### config.mk
export PLATFORM = sky130hd
export DESIGN_NAME = vrbq_lane
export DESIGN_NICKNAME = d
export VERILOG_FILES = /design/src/design/vrbq_pkg.sv /design/src/design/vrbq_lane.sv
export SDC_FILE = /design/constraint.sdc
export NUM_CORES = 1
export LEC_CHECK = 0
export ABC_AREA = 1
export BUFFER_PORTS_ARGS = -buffer_cell sky130_fd_sc_hd__buf_2
export CAP_MARGIN = 20
export CORE_MARGIN = 3
export CORE_UTILIZATION = 26
export CTS_BUF_LIST = sky130_fd_sc_hd__clkbuf_4
export DETAILED_ROUTE_END_ITERATION = 7
export HOLD_SLACK_MARGIN = 0.1
export REMOVE_ABC_BUFFERS = 1
export SLEW_MARGIN = 25
export SYNTH_ARGS = -nofsm -noshare
export SYNTH_HDL_FRONTEND = slang
export SYNTH_SLANG_ARGS = --single-unit
export TNS_END_PERCENT = 50
### constraint.sdc
create_clock -name clk -period 0.8 [get_ports clk]
set_clock_uncertainty 0.05 [all_clocks]
set_input_delay 0.04 -clock clk [delete_from_list [all_inputs] [get_ports clk]]
set_output_delay 0.04 -clock clk [all_outputs]
set_load 0.02 [all_outputs]
### src/design/vrbq_pkg.sv
package vrbq_pkg;

  typedef logic [7:0] byte_t;
  typedef logic [3:0] len_t;
  typedef logic [2:0] kind_t;

  localparam int KIND_COUNT = 8;
  localparam int LANES_MAX  = 8;
  localparam int CFG_IDX_W  = 4;

  // per-lane control from the sequencer
  typedef struct packed {
    logic  clr;   // start of a transaction: reload or clear
    logic  push;  // with clr: take payload byte, else zero
    logic  cap;   // capture read data
    kind_t sel;   // lane that captures
  } lane_ctrl_t;

  // record length with zero taken as one and large values saturated
  function automatic len_t len_of(input len_t raw, input len_t cap);
    len_t n;
    n = raw;
    if (n == '0) n = len_t'(1);
    if (n > cap) n = cap;
    return n;
  endfunction

endpackage

### src/design/vrbq_lane.sv
module vrbq_lane #(
  parameter int LANE = 0
) (
  input  logic                 clk,
  input  vrbq_pkg::lane_ctrl_t ctrl,
  input  vrbq_pkg::byte_t      pay_byte,
  input  vrbq_pkg::byte_t      rd_byte,
  output vrbq_pkg::byte_t      lane_byte
);
  import vrbq_pkg::*;

  byte_t byte_r;
  byte_t byte_nxt;

  // one payload byte slot: loaded on push, filled from the ring on pop
  always_comb begin
    byte_nxt = byte_r;
    if (ctrl.clr) begin
      byte_nxt = ctrl.push ? pay_byte : '0;
    end else if (ctrl.cap && ctrl.sel == kind_t'(LANE)) begin
      byte_nxt = rd_byte;
    end
  end

  always_ff @(posedge clk) begin
    byte_r <= byte_nxt;
  end

  assign lane_byte = byte_r;

endmodule

==> flow_summary.toml <==
[run_status]
status = "finished with violations"
violations = "negative setup slack"

[routing]
drc_errors = 0
viasPerCell = 4.256
first_iter_violations = 2
vias = 383
ant_nets = 0
dr.pass1.iters = 2
routedWlPerCell_um = 10.48
wirelength_um = 943

[placed_design]
dp.cells = 87
hpwl_um = 786.2
dp_slack_ps = -54.22
gp_congestion = 0.7175
io_buffers = 30

[synthesis]
synth_area_um2 = 379.1
synth_ff_type = "edfxtp_1"
ys_ff_latch = 8
postSynthCellCount = 40
syn_avg_cell_area_um2 = 9.478
synth_common_cells = "18 x nand2_1, 8 x edfxtp_1, 8 x nand3_1"
synth.distinct_cells = 8
async_reset_ff_share_pct = 0
yosysTopAreaCellShare_pct = 63.37
ys_warn_count = 0
synth.area.top_cells = "edfxtp_1 63%, nand2_1 18%, nand3_1 11%"
ys_seq_area_share_pct = 63.37
synth_top_cell_by_area = "edfxtp_1"
synth_edf_count = 8
synth_most_common_cell = "nand2_1"

[setup_path]
cp-end-kind = "output port"
path_delay_family = "flip-flops"
critPathMaxStageDelay_ps = 360
cp_max_fo = 1
crit_slowest_cell = "edfxtp_1"
worstSetupPathType = "flip-flop to output port"
cp_data_required_time_ps = 710
start_kind = "flip-flop"
critical_path_buf_inv_count = 1
cp_cell_sequence = "buf_2"
cp.arrival_ps = 780

[global_route]
global_route.overflow_total = 0
antenna_found_initial = 0
grt_start_max_net_pins = 9
grtUsageTotal_pct = 10.14
grt_pass1_wl_um = 1324
grt_pass1_vias = 327

[sta]
fmax_mhz = 1153
slew_viol_final = 0
relSlewSlack_pct = 90.40
hold_viol_final = 0
fin_hold_ws_ps = 15.14
min_period_ps = 867.5
fin_ws_ps = -67.48
rsz0062_at_grt = "true"
setup_viol = 8
period_share_pct = 108.4
max_slew.worst_pin.slew_ps = 144.1

[run]
cap_violations = 0

[hold_path]
worstHoldStart = "rd_byte[5]"
hold_path_class = "primary input to flip-flop"
hold-path-cell-count = 3
min_to = "lane_byte[5]"

[finish]
diodes = 0
drive_gt1_share_pct = 50.67
instances_no_fill = 90
final_util_pct = 46.62
layout.nets = 100
fillers = 129
largest_reg_flops = 8
syn_to_final_growth_pct = 64.03

[floorplan]
die_area_um2 = 1952
core_um2 = 1334
rows = 13
die_y_um = 44.19
ioPinCount = 31
die_w_um = 44.19
initial_utilization_pct = 28.42

[cts]
post_cts_buffers = 0
numCtsBuffers = 3
clk_pin_slew_ps = 50
cts_root_buffer = "clkbuf_4"
htree_levels = 1
cts_max_path_buffers = 2
cts_tree = "built"
cts_num_sinks = 8

[pwr]
p_per_area_nw_per_um2 = 1715
peakVddDrop_v = 0.0006114
leakage_uw = 0.0003285
-- cell type report --
cell class | instances | area, um2 | area share (%)
inverters | 2 | 7.507 | 1.207
well taps | 15 | 18.77 | 3.018
multi-input cells | 28 | 115.1 | 18.51
flip-flops and latches | 8 | 240.2 | 38.63
repair buffers | 34 | 217.7 | 35.01
clock buffers | 3 | 22.52 | 3.622
-- cell families (layout without fill, tap and decap cells) --
family	count (synthesis)	count (layout)	share of synthesized area [%]
buffers and inverters	4	39	6.267
DFF	8	8	63.37
and+or+nand+nor	28	28	30.36
-- timing repair --
item                                    4_1_cts  5_1_grt
resized for setup                             0        4
pin swaps                                     0        0
gates cloned                                  0        0
hold endpoints to repair                      8        8
endpoints found under the setup margin        8        8
-- routing by layer --
layer	vias to the layer above	routed length (um)	global-route usage, %
met2	20	407	13.95
met4	0	40	10.84
li1	205	-	-
met1	154	395	10.71
met5	-	0	0
met3	4	99	4.878
-- how the worst max path moves through the flow --
stage,from,endpoint,slack (ps),depth (start not counted)
after global placement,ctrl[1],lane_byte[2],-50,5
after global routing,lane_byte[7],lane_byte[7],-100,1
after detailed placement,ctrl[1],lane_byte[3],-50,5
after floorplan,ctrl[3],lane_byte[0],50,4
after CTS,lane_byte[3],lane_byte[3],-80,1
final,lane_byte[3],lane_byte[3],-70,1
-- power by group --
part,switching (uW),total [uW],internal (uW)
sequential,12.2,525,513
clock,120,290,170
combinational,130,251,121
total,262,1070,805
-- layout by cell type (no fill, tap or decap), drive strengths merged --
cell	count
buf	34
clkbuf	3
nand2	18
edfxtp	8
inv	2
nor2	2
nand3	8
-- metrics by stage --
| step | power [uW] | instance area (um2) | setup TNS (ps) |
|---|---|---|---|
| finish | 1067 | 621.8 | -445.4 |
| global route | 1119 | 621.8 | -678.3 |
| CTS | 1072 | 609.3 | -556.2 |
| detailed placement | 772.7 | 586.8 | -433.2 |
| global placement | 769.9 | 586.8 | -363.2 |
| floorplan | 630.8 | 362.8 | 0 |
Note: power is estimated with default switching activity, not from simulation.
